`src/rtl/core/cpts_pkg.sv`:
```
`timescale 1ns / 1ps
// ----------------------------------------------------------------------------
// cpts_pkg
// Shared types and constants of the conveyor photo trigger sequencer.
// ----------------------------------------------------------------------------
package cpts_pkg;

  // Qualifier thresholds (tick counts)
  localparam logic [2:0] QUAL_SET       = 3'd3;
  localparam logic [2:0] QUAL_CLEAR     = 3'd6;
  localparam logic [2:0] LEVEL_UP_SET   = 3'd2;
  localparam logic [2:0] LEVEL_UP_CLEAR = 3'd4;
  localparam logic [2:0] LEVEL_DN_SET   = 3'd3;
  localparam logic [2:0] LEVEL_DN_CLEAR = 3'd6;

  // Photo sequence fixed points
  localparam logic [8:0] STROBE_FORCE_END = 9'd60;
  localparam logic [8:0] TRIGGER_RELEASE  = 9'd61;

  // Configuration register indexes
  localparam logic [7:0] REG_BASE_PERIOD  = 8'd0;
  localparam logic [7:0] REG_PULSE_WIDTH  = 8'd1;
  localparam logic [7:0] REG_TRIGGER_LOW  = 8'd2;
  localparam logic [7:0] REG_STROBE_TICKS = 8'd3;

  // Configuration reset values
  localparam logic [15:0] RST_BASE_PERIOD  = 16'd1000;
  localparam logic [15:0] RST_PULSE_WIDTH  = 16'd7;
  localparam logic [7:0]  RST_TRIGGER_LOW  = 8'd50;
  localparam logic [7:0]  RST_STROBE_TICKS = 8'd100;

  // State of one rise/fall qualifier
  typedef struct packed {
    logic [2:0] up;
    logic [2:0] dn;
    logic       hi;
    logic       rise;
    logic       fall;
  } qual_st_t;

endpackage

```
`src/rtl/core/cpts_qual.sv`:
```
`timescale 1ns / 1ps
// ----------------------------------------------------------------------------
// cpts_qual
// Rise/fall qualifier for barrier and belt drive: set at 3 ticks, clear at 6.
// ----------------------------------------------------------------------------
module cpts_qual (
  input  logic               x,
  input  cpts_pkg::qual_st_t st,
  output cpts_pkg::qual_st_t st_nxt
);

  always_comb begin
    st_nxt = st;
    if (x && !st_nxt.hi) begin
      st_nxt.up = st_nxt.up + 3'd1;
    end
    if (x && st_nxt.up >= cpts_pkg::QUAL_SET) begin
      st_nxt.rise = 1'b1;
    end
    if (st_nxt.rise && st_nxt.up >= cpts_pkg::QUAL_CLEAR) begin
      st_nxt.rise = 1'b0;
      st_nxt.up   = 3'd0;
      st_nxt.hi   = 1'b1;
    end
    if (!x && st_nxt.hi) begin
      st_nxt.dn = st_nxt.dn + 3'd1;
    end
    if (!x && st_nxt.dn >= cpts_pkg::QUAL_SET) begin
      st_nxt.fall = 1'b1;
    end
    if (st_nxt.fall && st_nxt.dn >= cpts_pkg::QUAL_CLEAR) begin
      st_nxt.fall = 1'b0;
      st_nxt.dn   = 3'd0;
      st_nxt.hi   = 1'b0;
    end
  end

endmodule

```
`src/rtl/core/cpts_level_qual.sv`:
```
`timescale 1ns / 1ps
// ----------------------------------------------------------------------------
// cpts_level_qual
// Level sensor qualifier: rise counter runs on once started, wraps to idle.
// ----------------------------------------------------------------------------
module cpts_level_qual (
  input  logic               x,
  input  cpts_pkg::qual_st_t st,
  output cpts_pkg::qual_st_t st_nxt
);

  always_comb begin
    st_nxt = st;
    if ((x && !st_nxt.hi) || st_nxt.up != 3'd0) begin
      st_nxt.up = st_nxt.up + 3'd1;
    end
    if (x && st_nxt.up >= cpts_pkg::LEVEL_UP_SET && st_nxt.up < cpts_pkg::LEVEL_UP_CLEAR) begin
      st_nxt.rise = 1'b1;
    end
    if (st_nxt.rise && st_nxt.up >= cpts_pkg::LEVEL_UP_CLEAR) begin
      st_nxt.rise = 1'b0;
      st_nxt.up   = 3'd0;
      st_nxt.hi   = 1'b1;
    end
    if (!x && st_nxt.hi) begin
      st_nxt.dn = st_nxt.dn + 3'd1;
    end
    if (!x && st_nxt.dn >= cpts_pkg::LEVEL_DN_SET && st_nxt.dn < cpts_pkg::LEVEL_DN_CLEAR) begin
      st_nxt.fall = 1'b1;
    end
    if (st_nxt.fall && st_nxt.dn >= cpts_pkg::LEVEL_DN_CLEAR) begin
      st_nxt.fall = 1'b0;
      st_nxt.dn   = 3'd0;
      st_nxt.hi   = 1'b0;
    end
  end

endmodule

```
`src/rtl/core/cpts_timebase.sv`:
```
`timescale 1ns / 1ps
// ----------------------------------------------------------------------------
// cpts_timebase
// Next count and pulse level of the free-running time base.
// ----------------------------------------------------------------------------
module cpts_timebase (
  input  logic [15:0] count,
  input  logic        level,
  input  logic [15:0] period,
  input  logic [15:0] pulse_width,
  output logic [15:0] count_nxt,
  output logic        level_nxt
);

  logic [16:0] cnt1;
  logic [17:0] cnt_sum;

  always_comb begin
    cnt1      = {1'b0, count} + 17'd1;
    cnt_sum   = {1'b0, cnt1} + {2'b00, pulse_width};
    level_nxt = level;
    count_nxt = cnt1[15:0];
    if (cnt_sum >= {2'b00, period} && cnt1 <= {1'b0, period}) begin
      level_nxt = 1'b1;
    end
    // period end, also when a smaller period was written
    if (cnt1 >= {1'b0, period}) begin
      level_nxt = 1'b0;
      count_nxt = 16'd0;
    end
  end

endmodule

```
`src/rtl/core/conveyor_photo_trigger_sequencer.sv`:
```
`timescale 1ns / 1ps
// ----------------------------------------------------------------------------
// conveyor_photo_trigger_sequencer
// Tick-driven belt, camera trigger and strobe sequencer for a sorting conveyor.
// ----------------------------------------------------------------------------
//  channel | dir | handshake            | payload
//  --------+-----+----------------------+-------------------------------------
//  in_     | in  | in_tvalid/in_tready  | in_tdata: one 1 ms tick of sensors
//  out_    | out | out_tvalid/out_tready| out_tdata: drives and flags
//  cfg_    | in  | cfg_valid/cfg_ready  | cfg_index, cfg_data: register write
//
//  One item per clock while out_tready holds high: each accepted tick updates all
//  state in the same cycle and lands in the output register, so one item leaves
//  per cycle. out_tvalid rises in the cycle after an in_ accept.
//  in_tready is high whenever the output register is empty or being drained.
//  Reset (rst_n low, synchronous) restores the register defaults and the
//  idle state: belts off, trigger high, strobe off. cfg_ready is always high.
// ----------------------------------------------------------------------------
module conveyor_photo_trigger_sequencer (
  input  logic        clk,
  input  logic        rst_n,
  // in_tdata: [0] cycle_enable, [1] barrier_in, [2] level_in, [7:3] zero
  input  logic        in_tvalid,
  output logic        in_tready,
  input  logic [7:0]  in_tdata,
  // out_tdata: [0] flat_belt_on, [1] v_belt_on, [2] trigger_n, [3] strobe_on,
  //            [4] base_pulse, [5] barrier_rise, [6] barrier_fall, [7] zero
  output logic        out_tvalid,
  input  logic        out_tready,
  output logic [7:0]  out_tdata,
  input  logic        cfg_valid,
  output logic        cfg_ready,
  input  logic [7:0]  cfg_index,
  input  logic [15:0] cfg_data
);

  // Configuration
  logic [15:0] base_period_r;
  logic [15:0] pulse_width_r;
  logic [7:0]  trigger_low_r;
  logic [7:0]  strobe_ticks_r;

  // Sequencer state
  logic [15:0]        base_count_r, base_count_nxt;
  logic               base_level_r, base_level_nxt;
  cpts_pkg::qual_st_t barrier_r, barrier_nxt;
  cpts_pkg::qual_st_t level_r, level_nxt;
  cpts_pkg::qual_st_t belt_r, belt_nxt;
  logic [7:0]         photo_count_r, photo_count_nxt;
  logic               flat_r, flat_nxt;
  logic               vbelt_r, vbelt_nxt;
  logic               trig_n_r, trig_n_nxt;
  logic               strobe_r, strobe_nxt;

  // Output register
  logic       out_valid_r;
  logic [7:0] out_data_r;

  logic               in_acc;
  logic               cyc, bar, lvl;
  logic               flat_mid;
  logic [8:0]         photo_inc;
  cpts_pkg::qual_st_t barrier_q, level_q, belt_q;

  assign cfg_ready  = 1'b1;
  assign in_tready  = !out_valid_r || out_tready;
  assign in_acc     = in_tvalid && in_tready;
  assign out_tvalid = out_valid_r;
  assign out_tdata  = out_data_r;

  assign cyc = in_tdata[0];
  assign bar = in_tdata[1];
  assign lvl = in_tdata[2];

  cpts_timebase u_timebase (
    .count       (base_count_r),
    .level       (base_level_r),
    .period      (base_period_r),
    .pulse_width (pulse_width_r),
    .count_nxt   (base_count_nxt),
    .level_nxt   (base_level_nxt)
  );

  cpts_qual u_barrier_qual (
    .x      (bar),
    .st     (barrier_r),
    .st_nxt (barrier_q)
  );

  cpts_level_qual u_level_qual (
    .x      (lvl),
    .st     (level_r),
    .st_nxt (level_q)
  );

  // belt qualifier watches the flat drive after this tick's start/stop
  cpts_qual u_belt_qual (
    .x      (flat_mid),
    .st     (belt_r),
    .st_nxt (belt_q)
  );

  always_comb begin
    // flat belt: time base pulse starts it, a pending level rise stops it
    flat_mid = flat_r;
    if (base_level_nxt) begin
      flat_mid = 1'b1;
    end
    if (level_r.rise) begin
      flat_mid = 1'b0;
    end

    barrier_nxt     = barrier_r;
    level_nxt       = level_r;
    belt_nxt        = belt_r;
    photo_count_nxt = photo_count_r;
    flat_nxt        = flat_r;
    vbelt_nxt       = vbelt_r;
    trig_n_nxt      = trig_n_r;
    strobe_nxt      = strobe_r;
    photo_inc       = {1'b0, photo_count_r};

    if (!cyc) begin
      // cycle off: flat belt and flags cleared, level qualifier re-armed
      flat_nxt       = 1'b0;
      barrier_nxt.rise = 1'b0;
      barrier_nxt.fall = 1'b0;
      belt_nxt.rise  = 1'b0;
      belt_nxt.fall  = 1'b0;
      level_nxt.up   = 3'd0;
      level_nxt.dn   = 3'd0;
      level_nxt.hi   = 1'b1;
      level_nxt.rise = 1'b0;
      level_nxt.fall = 1'b0;
    end else begin
      barrier_nxt = barrier_q;
      level_nxt   = level_q;
      belt_nxt    = belt_q;
      flat_nxt    = flat_mid;

      if (belt_q.rise) begin
        vbelt_nxt = 1'b1;
      end
      if (barrier_q.rise) begin
        vbelt_nxt = 1'b0;
      end

      // photo sequence, started by a qualified level fall
      if (level_q.fall || photo_count_r != 8'd0) begin
        photo_inc = {1'b0, photo_count_r} + 9'd1;
      end
      if (photo_inc != 9'd0 && photo_inc <= {1'b0, trigger_low_r}) begin
        trig_n_nxt = 1'b0;
      end
      if (photo_inc != 9'd0 && photo_inc <= cpts_pkg::STROBE_FORCE_END) begin
        strobe_nxt = 1'b1;
      end
      if (photo_inc >= cpts_pkg::TRIGGER_RELEASE) begin
        trig_n_nxt = 1'b1;
      end
      photo_count_nxt = photo_inc[7:0];
      if (photo_inc >= {1'b0, strobe_ticks_r}) begin
        strobe_nxt      = 1'b0;
        photo_count_nxt = 8'd0;
      end
    end
  end

  // configuration writes
  always_ff @(posedge clk) begin
    if (!rst_n) begin
      base_period_r  <= cpts_pkg::RST_BASE_PERIOD;
      pulse_width_r  <= cpts_pkg::RST_PULSE_WIDTH;
      trigger_low_r  <= cpts_pkg::RST_TRIGGER_LOW;
      strobe_ticks_r <= cpts_pkg::RST_STROBE_TICKS;
    end else if (cfg_valid && cfg_ready) begin
      case (cfg_index)
        cpts_pkg::REG_BASE_PERIOD:  base_period_r  <= cfg_data;
        cpts_pkg::REG_PULSE_WIDTH:  pulse_width_r  <= cfg_data;
        cpts_pkg::REG_TRIGGER_LOW:  trigger_low_r  <= cfg_data[7:0];
        cpts_pkg::REG_STROBE_TICKS: strobe_ticks_r <= cfg_data[7:0];
        default: ;
      endcase
    end
  end

  // state advances once per accepted tick
  always_ff @(posedge clk) begin
    if (!rst_n) begin
      base_count_r  <= 16'd0;
      base_level_r  <= 1'b0;
      barrier_r     <= '0;
      level_r       <= '{up: 3'd0, dn: 3'd0, hi: 1'b1, rise: 1'b0, fall: 1'b0};
      belt_r        <= '0;
      photo_count_r <= 8'd0;
      flat_r        <= 1'b0;
      vbelt_r       <= 1'b0;
      trig_n_r      <= 1'b1;
      strobe_r      <= 1'b0;
    end else if (in_acc) begin
      base_count_r  <= base_count_nxt;
      base_level_r  <= base_level_nxt;
      barrier_r     <= barrier_nxt;
      level_r       <= level_nxt;
      belt_r        <= belt_nxt;
      photo_count_r <= photo_count_nxt;
      flat_r        <= flat_nxt;
      vbelt_r       <= vbelt_nxt;
      trig_n_r      <= trig_n_nxt;
      strobe_r      <= strobe_nxt;
    end
  end

  // output register
  always_ff @(posedge clk) begin
    if (!rst_n) begin
      out_valid_r <= 1'b0;
    end else if (in_acc) begin
      out_valid_r <= 1'b1;
    end else if (out_tready) begin
      out_valid_r <= 1'b0;
    end
  end

  always_ff @(posedge clk) begin
    if (in_acc) begin
      out_data_r <= {1'b0, barrier_nxt.fall, barrier_nxt.rise, base_level_nxt,
                     strobe_nxt, trig_n_nxt, vbelt_nxt, flat_nxt};
    end
  end

endmodule

```
`config.mk`:
```
export PLATFORM = sky130hd
export DESIGN_NAME = conveyor_photo_trigger_sequencer
export DESIGN_NICKNAME = d
export VERILOG_FILES = /design/src/rtl/core/cpts_pkg.sv /design/src/rtl/core/cpts_qual.sv /design/src/rtl/core/cpts_level_qual.sv /design/src/rtl/core/cpts_timebase.sv /design/src/rtl/core/conveyor_photo_trigger_sequencer.sv
export SDC_FILE = /design/constraint.sdc
export NUM_CORES = 1
export LEC_CHECK = 0
export BUFFER_PORTS_ARGS = -buffer_cell sky130_fd_sc_hd__buf_4
export CORE_MARGIN = 2
export CORE_UTILIZATION = 46
export CTS_CLUSTER_DIAMETER = 200
export DETAILED_ROUTE_END_ITERATION = 6
export HOLD_SLACK_MARGIN = 0.02
export SLEW_MARGIN = 20
export SYNTH_ARGS = -nofsm -noshare
export SYNTH_HDL_FRONTEND = slang
export SYNTH_SLANG_ARGS = --single-unit
```
`constraint.sdc`:
```
create_clock -name clk -period 7.1 [get_ports clk]
set_input_delay 0.71 -clock clk [delete_from_list [all_inputs] [get_ports clk]]
set_output_delay 0.71 -clock clk [all_outputs]
set_load 0.02 [all_outputs]
```
==> flow_summary_export.csv, run 1 <==
group,metric,value,unit
outcome,outcome,"finished, final reports clean",
floorplanning,io_pins,48,
clocking,clock-sinks,112,
synth,yosysUniqueCellTypes,80,
synth,syn_avg_cell_area,8.098,µm²
setup_path,worstPathArrival,5.99,ns
min_path,hold_class,"flop to flop",
synth,async_reset_ff_frac,0,
grt,first_global_vias,5812,
cells_and_area,nFillCells,1534,
sta,fin_crit_sh,0.8270,
pwr,p_seq_frac,0.497,
route,wl_per_cell,14.58,µm
cells_and_area,final_area,8157,µm²
synth,synth_most_common_cell,"nand2_1",
cells_and_area,layout-drive-gt1-share,0.09478,
synth,yosys_warnings,0,
synth,synth_seq_cells,112,
setup_path,cp-start-kind,"flop",
synth,syn_area,7410,µm²
synth,syn_nets,1032,
sta,rsz0062_at_grt,"no",
grt,overflow,0,
setup_path,crit_end,"out_tdata[1]$_DFFE_PP_",
sta,setup_viol,0,
pwr,p_clk_frac,0.425,
setup_path,required,7.22,ns
synth,synth_ff_type,"dfxtp_1",
clocking,cts_buffers,9,
setup_path,worst_setup_path_end_kind,"flop",
route,antenna_left,0,
min_path,hold_depth,2,
sta,post-route-min-period,5.872,ns
synth,synth_area_leaders,"dfxtp_1 (28%), ha_1 (13%), nand2_1 (6.7%), a21oi_1 (6.2%), xnor2_1 (3.0%)",
synth,synth_top_area_share,0.2837,
setup_path,reg2regPathDepth,24,
pwr,irDropWorstVdd,0.1151,mV
synth,yosys.area.top_type,"dfxtp_1",
pwr,p_leak,3.477,nW
placed_design,port_buffers,40,
sta,fin_setup_tns,0,ns
min_path,hold_path_startpoint,"strobe_ticks_r[1]$_SDFFE_PN0P_",
setup_path,r2r_end,"out_tdata[1]$_DFFE_PP_",
route,vias,6227,
placed_design,place.detailed.hpwl,12.05,mm
setup_path,worstSetupPathType,"flop to flop",
sta,hold_viol_final,0,
synth,ys_seq_area_frac,0.3121,
cells_and_area,insertedDiodeCount,0,
route,drc,0,
pwr,p_int,0.0009661,W
pwr,swShare,0.2511,
grt,grt_max_degree,75,
placed_design,placed_area,7835,µm²
grt,grtUsageTotal,0.2092,
clocking,path_clk_slew,0.08,ns
pwr,combinationalPowerShare,0.078,
setup_path,r2r_slack,1.23,ns
setup_path,timing.rr.start,"base_count_r[0]$_SDFFE_PN0P_",
route,routed_wirelength,16.85,mm
clocking,ctsResizeCount,0,
sta,slew_viol_final,0,
cells_and_area,nNetsFinal,1051,
synth,synth_commonest_cells,"nand2_1 (132), dfxtp_1 (105), a21oi_1 (92)",
sta,tightestPinTransition,0.8871,ns
route,via_per_inst,5.391,
synth,syn_inst,915,
job,maxCapViolCount,0,
sta,max_freq,170.3,MHz
grt,grt_antenna_before_repair,0,
clocking,h-tree-depth,3,
setup_path,crit_start,"base_count_r[0]$_SDFFE_PN0P_",
floorplanning,die_h,130.9,µm
floorplanning,core_area,15830,µm²
cells_and_area,area_growth,10.08,%
sta,fin_skew,0.006178,ns
placed_design,place_congestion,0.8175,
clocking,ctsRootBufferMaster,"clkbuf_16",
clocking,cts_setup_buffers,0,
route,drtIter0Drc,345,
clocking,clk_path_buf_depth,2,
grt,grt_pass1_wl,28.59,mm
pwr,powerDensity,158.2,nW/µm²
floorplanning,die_area,17140,µm²
clocking,cts_tree,"done",
synth,synth-edff-count,7,
cells_and_area,final_core_util,0.5153,
pwr,switchingPower,0.0003239,W
floorplanning,die_w,130.9,µm
sta,holdWs,0.4544,ns
clocking,postCtsHoldBufs,0,
setup_path,crit_fanout,6,
route,firstDrtPassIters,5,
clocking,insertion_delay,0.36,ns
floorplanning,rows,46,
sta,maxSlewHeadroom,0.4072,
floorplanning,initial_core_util,0.4681,
==> worst min path at each step <==
stage / end / slack [ns]
floorplan: strobe_ticks_r[1]$_SDFFE_PN0P_ / 0.43
global placement: strobe_ticks_r[1]$_SDFFE_PN0P_ / 0.44
detailed placement: strobe_ticks_r[1]$_SDFFE_PN0P_ / 0.45
CTS: base_period_r[10]$_SDFFE_PN0P_ / 0.46
global route: base_period_r[15]$_SDFFE_PN0P_ / 0.48
finish: strobe_ticks_r[1]$_SDFFE_PN0P_ / 0.45
==> cell families after synthesis <==
kind of cell             after synthesis  synth area share
AO/OA/AOI/OAI                        232            0.1998
AND/OR/NAND/NOR                      336            0.2210
other                                  2          0.001014
multiplexers                          17           0.02432
XOR/XNOR                              41           0.05100
flip-flops                           112            0.3121
buffers and inverters                 95           0.05471
adder cells (fa/ha/maj)               80            0.1361
==> cell type report <==
cell class                      count  area (µm²)  share of cell area
Tap cell                          216       270.3             0.03313
Multi-Input combinational cell    708        4697              0.5759
Clock buffer                       11       275.3             0.03375
Sequential cell                   112        2312              0.2835
Inverter                           58       217.7             0.02669
Clock inverter                      5       46.29            0.005676
Timing Repair Buffer               45       337.8             0.04142
==> placed cells by master, fill, tap and decap left out, types with 20 or more instances in the layout <==
| master | count |
|---|---|
| a21oi_1 | 92 |
| buf_4 | 45 |
| dfxtp_1 | 105 |
| ha_1 | 79 |
| inv_1 | 57 |
| nand2_1 | 132 |
| nand3_1 | 35 |
| nor2_1 | 54 |
| nor3_1 | 20 |
| o21ai_0 | 34 |
| xnor2_1 | 25 |
==> critical path, stage by stage (launching register included) <==
cell and delay (ns):
dfxtp_1 0.42, nand3_1 0.18, nor2_1 0.23, nand3_1 0.17, xnor2_1 0.27, ha_1 0.33
a2111oi_0 0.38, o21ai_1 0.16, a31oi_1 0.20, o21bai_1 0.12, a21o_1 0.19, a21oi_1 0.22
o21bai_1 0.09, a21oi_1 0.17, xnor2_1 0.09, ha_1 0.31, nand4_1 0.14, nor4_1 0.36
nor4_1 0.09, o311ai_1 0.12, o211ai_2 0.24, a211oi_2 0.41, mux2i_1 0.43, nor2_1 0.10
o22a_1 0.19
==> stage by stage <==
step           setup slack, ns  total power [W]  std cells
3_3_place_gp             1.226        0.0007569       1139
3_5_place_dp             1.206        0.0007575       1139
4_1_cts                  1.173         0.001310       1155
5_1_grt                 0.5515         0.001343       1155
2_1_floorplan            2.044        0.0007184        915
6_report                 1.228         0.001290       1155
==> power groups by stage <==
stage / clock network (W) / logic, W / registers [W]
after floorplan: 0 / 0.0000597 / 0.000659
after global placement: 0 / 0.000101 / 0.000656
after CTS: 0.000567 / 0.000101 / 0.000642
after detailed placement: 0 / 0.000101 / 0.000656
final: 0.000548 / 0.000100 / 0.000641
after global routing: 0.000589 / 0.000112 / 0.000642
==> metal layers <==
metal  up-vias  routed length (µm)  GRT usage
met5         -                   0          0
met1      2858                8721     0.2960
met2        88                7522     0.3364
met4         0                 111    0.03504
li1       3275                   -          -
met3         6                 489    0.04194
==> flip-flops by register name, summed over array words and instances (netlist names), 7 cells and up <==
register and cells:
photo_count_r 8, trigger_low_r 8, base_count_r 16, base_period_r 16, level_r 9, out_tdata 7, pulse_width_r 16, belt_r 9
barrier_r 9, strobe_ticks_r 8
No activity file was read; power rests on OpenSTA's default activity.
==> run 2: changes to the inputs <==
--- a/config.mk
+++ b/config.mk
@@ -11,6 +11,7 @@
 export CTS_CLUSTER_DIAMETER = 200
 export DETAILED_ROUTE_END_ITERATION = 6
 export HOLD_SLACK_MARGIN = 0.02
+export PLACE_DENSITY = 0.66
 export SLEW_MARGIN = 20
 export SYNTH_ARGS = -nofsm -noshare
 export SYNTH_HDL_FRONTEND = slang
==> constraint.sdc (replaced) <==
create_clock -name clk -period 5.4 [get_ports clk]
set_input_delay 0.54 -clock clk [delete_from_list [all_inputs] [get_ports clk]]
set_output_delay 0.54 -clock clk [all_outputs]
set_load 0.02 [all_outputs]
==> flow_summary_export.csv, run 2 (same netlist as run 1, synthesis figures left out) <==
group,metric,value,unit
grt,grt_max_degree,46,
setup_path,r2r_end,"belt_r[3]$_SDFFE_PN0P_",
placed_design,placed_area,8038,µm²
route,vias,6406,
setup_path,path_buf_inv,1,
pwr,p_leak,3.653,nW
setup_path,crit_slowest_cell,"dfxtp_4",
setup_path,reg2regPathDepth,25,
setup_path,required,5.66,ns
route,via_per_inst,5.401,
grt,grt_antenna_before_repair,0,
clocking,cts_buffers,9,
floorplanning,die_h,130.9,µm
min_path,hold_depth,3,
job,maxCapViolCount,0,
grt,first_global_vias,5965,
floorplanning,io_pins,48,
sta,setup_viol,0,
setup_path,cpMostUsedCell,"a21oi_2",
clocking,clock-sinks,112,
setup_path,worstPathArrival,5.37,ns
clocking,cts_tree,"done",
clocking,postCtsHoldBufs,0,
cells_and_area,layout-drive-gt1-share,0.1567,
floorplanning,core_area,15830,µm²
sta,fin_skew,0.01115,ns
pwr,powerDensity,193.5,nW/µm²
cells_and_area,area_growth,16.28,%
setup_path,timing.rr.start,"base_count_r[0]$_SDFFE_PN0P_",
cells_and_area,insertedDiodeCount,0,
clocking,h-tree-depth,3,
cells_and_area,layout_common_cells,"nand2_1 (132), dfxtp_1 (101), a21oi_1 (88)",
cells_and_area,nNetsFinal,1082,
route,drc,0,
sta,slew_viol_final,0,
clocking,clk_path_buf_depth,2,
cells_and_area,instances_no_fill,1186,
route,firstDrtPassIters,4,
sta,max_freq,195.5,MHz
min_path,hold_class,"input port to flop",
min_path,hold_end,"base_period_r[8]$_SDFFE_PN1P_",
floorplanning,initial_core_util,0.4681,
setup_path,cp-start-kind,"flop",
placed_design,place_congestion,0.8367,
floorplanning,die_area,17140,µm²
cells_and_area,final_area,8616,µm²
sta,post-route-min-period,5.115,ns
cells_and_area,top_regs,"base_count_r (16), base_period_r (16), pulse_width_r (16)",
pwr,irDropWorstVdd,0.1466,mV
route,antenna_left,0,
clocking,insertion_delay,0.36,ns
setup_path,r2r_slack,0.29,ns
setup_path,critical_path.top_delay_family,"compound AO/OA/AOI/OAI gates",
grt,grt_pass1_wl,28.84,mm
route,routed_wirelength,17.36,mm
placed_design,place.detailed.hpwl,12.41,mm
clocking,path_clk_slew,0.08,ns
placed_design,dp.cells,1166,
sta,tightestPinTransition,0.9451,ns
sta,holdWs,0.4128,ns
setup_path,critical_path.max_stage_delay,0.40,ns
clocking,ctsRootBufferMaster,"clkbuf_16",
min_path,hold_path_startpoint,"cfg_data[8]",
setup_path,worst_setup_path_end_kind,"flop",
grt,grtUsageTotal,0.2131,
cells_and_area,final_core_util,0.5443,
placed_design,port_buffers,40,
sta,maxSlewHeadroom,0.3684,
route,wl_per_cell,14.63,µm
floorplanning,rows,46,
sta,fin_setup_tns,0,ns
sta,fin_crit_sh,0.9472,
outcome,outcome,"finished, final reports clean",
grt,overflow,0,
setup_path,worstSetupPathType,"flop to flop",
route,drtIter0Drc,323,
sta,hold_viol_final,0,
setup_path,crit_fanout,5,
cells_and_area,final_common_cell,"nand2_1",
floorplanning,die_w,130.9,µm
[run 2: cell types whose count changed in the layout (fill, tap and decap cells not counted), sizes merged]
cell / previous run / this run
buf: 45 / 76
clkinv: 0 / 3
inv: 63 / 60
bufinv: 0 / 1
clkbuf: 11 / 10
[run 2: final cells by class]
| type | instances | area [µm²] |
|---|---|---|
| flip-flops and latches | 112 | 2322 |
| inverters | 58 | 217.7 |
| clock inverters | 6 | 65.06 |
| repair buffers | 76 | 570.5 |
| well taps | 216 | 270.3 |
| clock buffers | 10 | 229.0 |
| fillers | 1504 | 7212 |
| multi-input cells | 708 | 4941 |
[run 2: what timing repair did]
item                                    in CTS  in global routing
endpoints found under the setup margin       9                 13
pin swaps                                    2                 23
setup buffers                                1                  3
resized for setup                            5                 43
[run 2: worst reg2reg max path: stages, from the launching register on]
cell and delay (ns):
dfxtp_4 0.40, ha_4 0.14, and3_4 0.23, nand3_4 0.11, xnor2_4 0.18, ha_4 0.20, a2111oi_4 0.32, o21ai_1 0.13
a31oi_1 0.18, o21bai_1 0.13, a21o_1 0.18, a21oi_2 0.16, o21bai_1 0.10, a21oi_2 0.13, xnor2_1 0.09, ha_1 0.32
a21oi_1 0.14, a21boi_1 0.08, nor4_1 0.30, o311ai_1 0.18, o211ai_2 0.34, a21oi_2 0.13, buf_4 0.15, mux2_2 0.29
a31o_2 0.27, and2_1 0.13
[run 2: power breakdown]
part	internal [W]	switching (W)
logic	0.0000561	0.0000838
clock network	0.000362	0.000320
registers	0.000839	0.00000523
[run 2: worst max path at each step]
| stage | slack, ns | start | end | cells past startpoint |
|---|---|---|---|---|
| after floorplan | 0.34 | base_count_r[0]$_SDFFE_PN0P_ | belt_r[3]$_SDFFE_PN0P_ | 24 |
| after global placement | 0.06 | base_count_r[0]$_SDFFE_PN0P_ | out_tdata[1]$_DFFE_PP_ | 25 |
| after detailed placement | -0.12 | base_count_r[0]$_SDFFE_PN0P_ | out_tdata[1]$_DFFE_PP_ | 25 |
| after CTS | 0.01 | base_count_r[1]$_SDFFE_PN0P_ | belt_r[3]$_SDFFE_PN0P_ | 22 |
| after global routing | -0.01 | base_count_r[0]$_SDFFE_PN0P_ | belt_r[3]$_SDFFE_PN0P_ | 25 |
| final | 0.29 | base_count_r[0]$_SDFFE_PN0P_ | belt_r[3]$_SDFFE_PN0P_ | 25 |
[run 2: per-layer routing]
layer  up-vias  global-route usage  routed length [µm]
li1       3337                   -                   -
met1      2991              0.2797                8418
met2        56              0.3581                8266
met3        22             0.02850                 281
met4         0             0.08010                 390
met5         -                   0                   0
[run 2: per-stage QoR]
stage	total power [W]	setup WS, ns
global placement	0.0009970	0.05665
detailed placement	0.0009985	-0.1186
CTS	0.001679	0.01393
finish	0.001667	0.2852
floorplan	0.0009446	0.3436
global route	0.001734	-0.01409
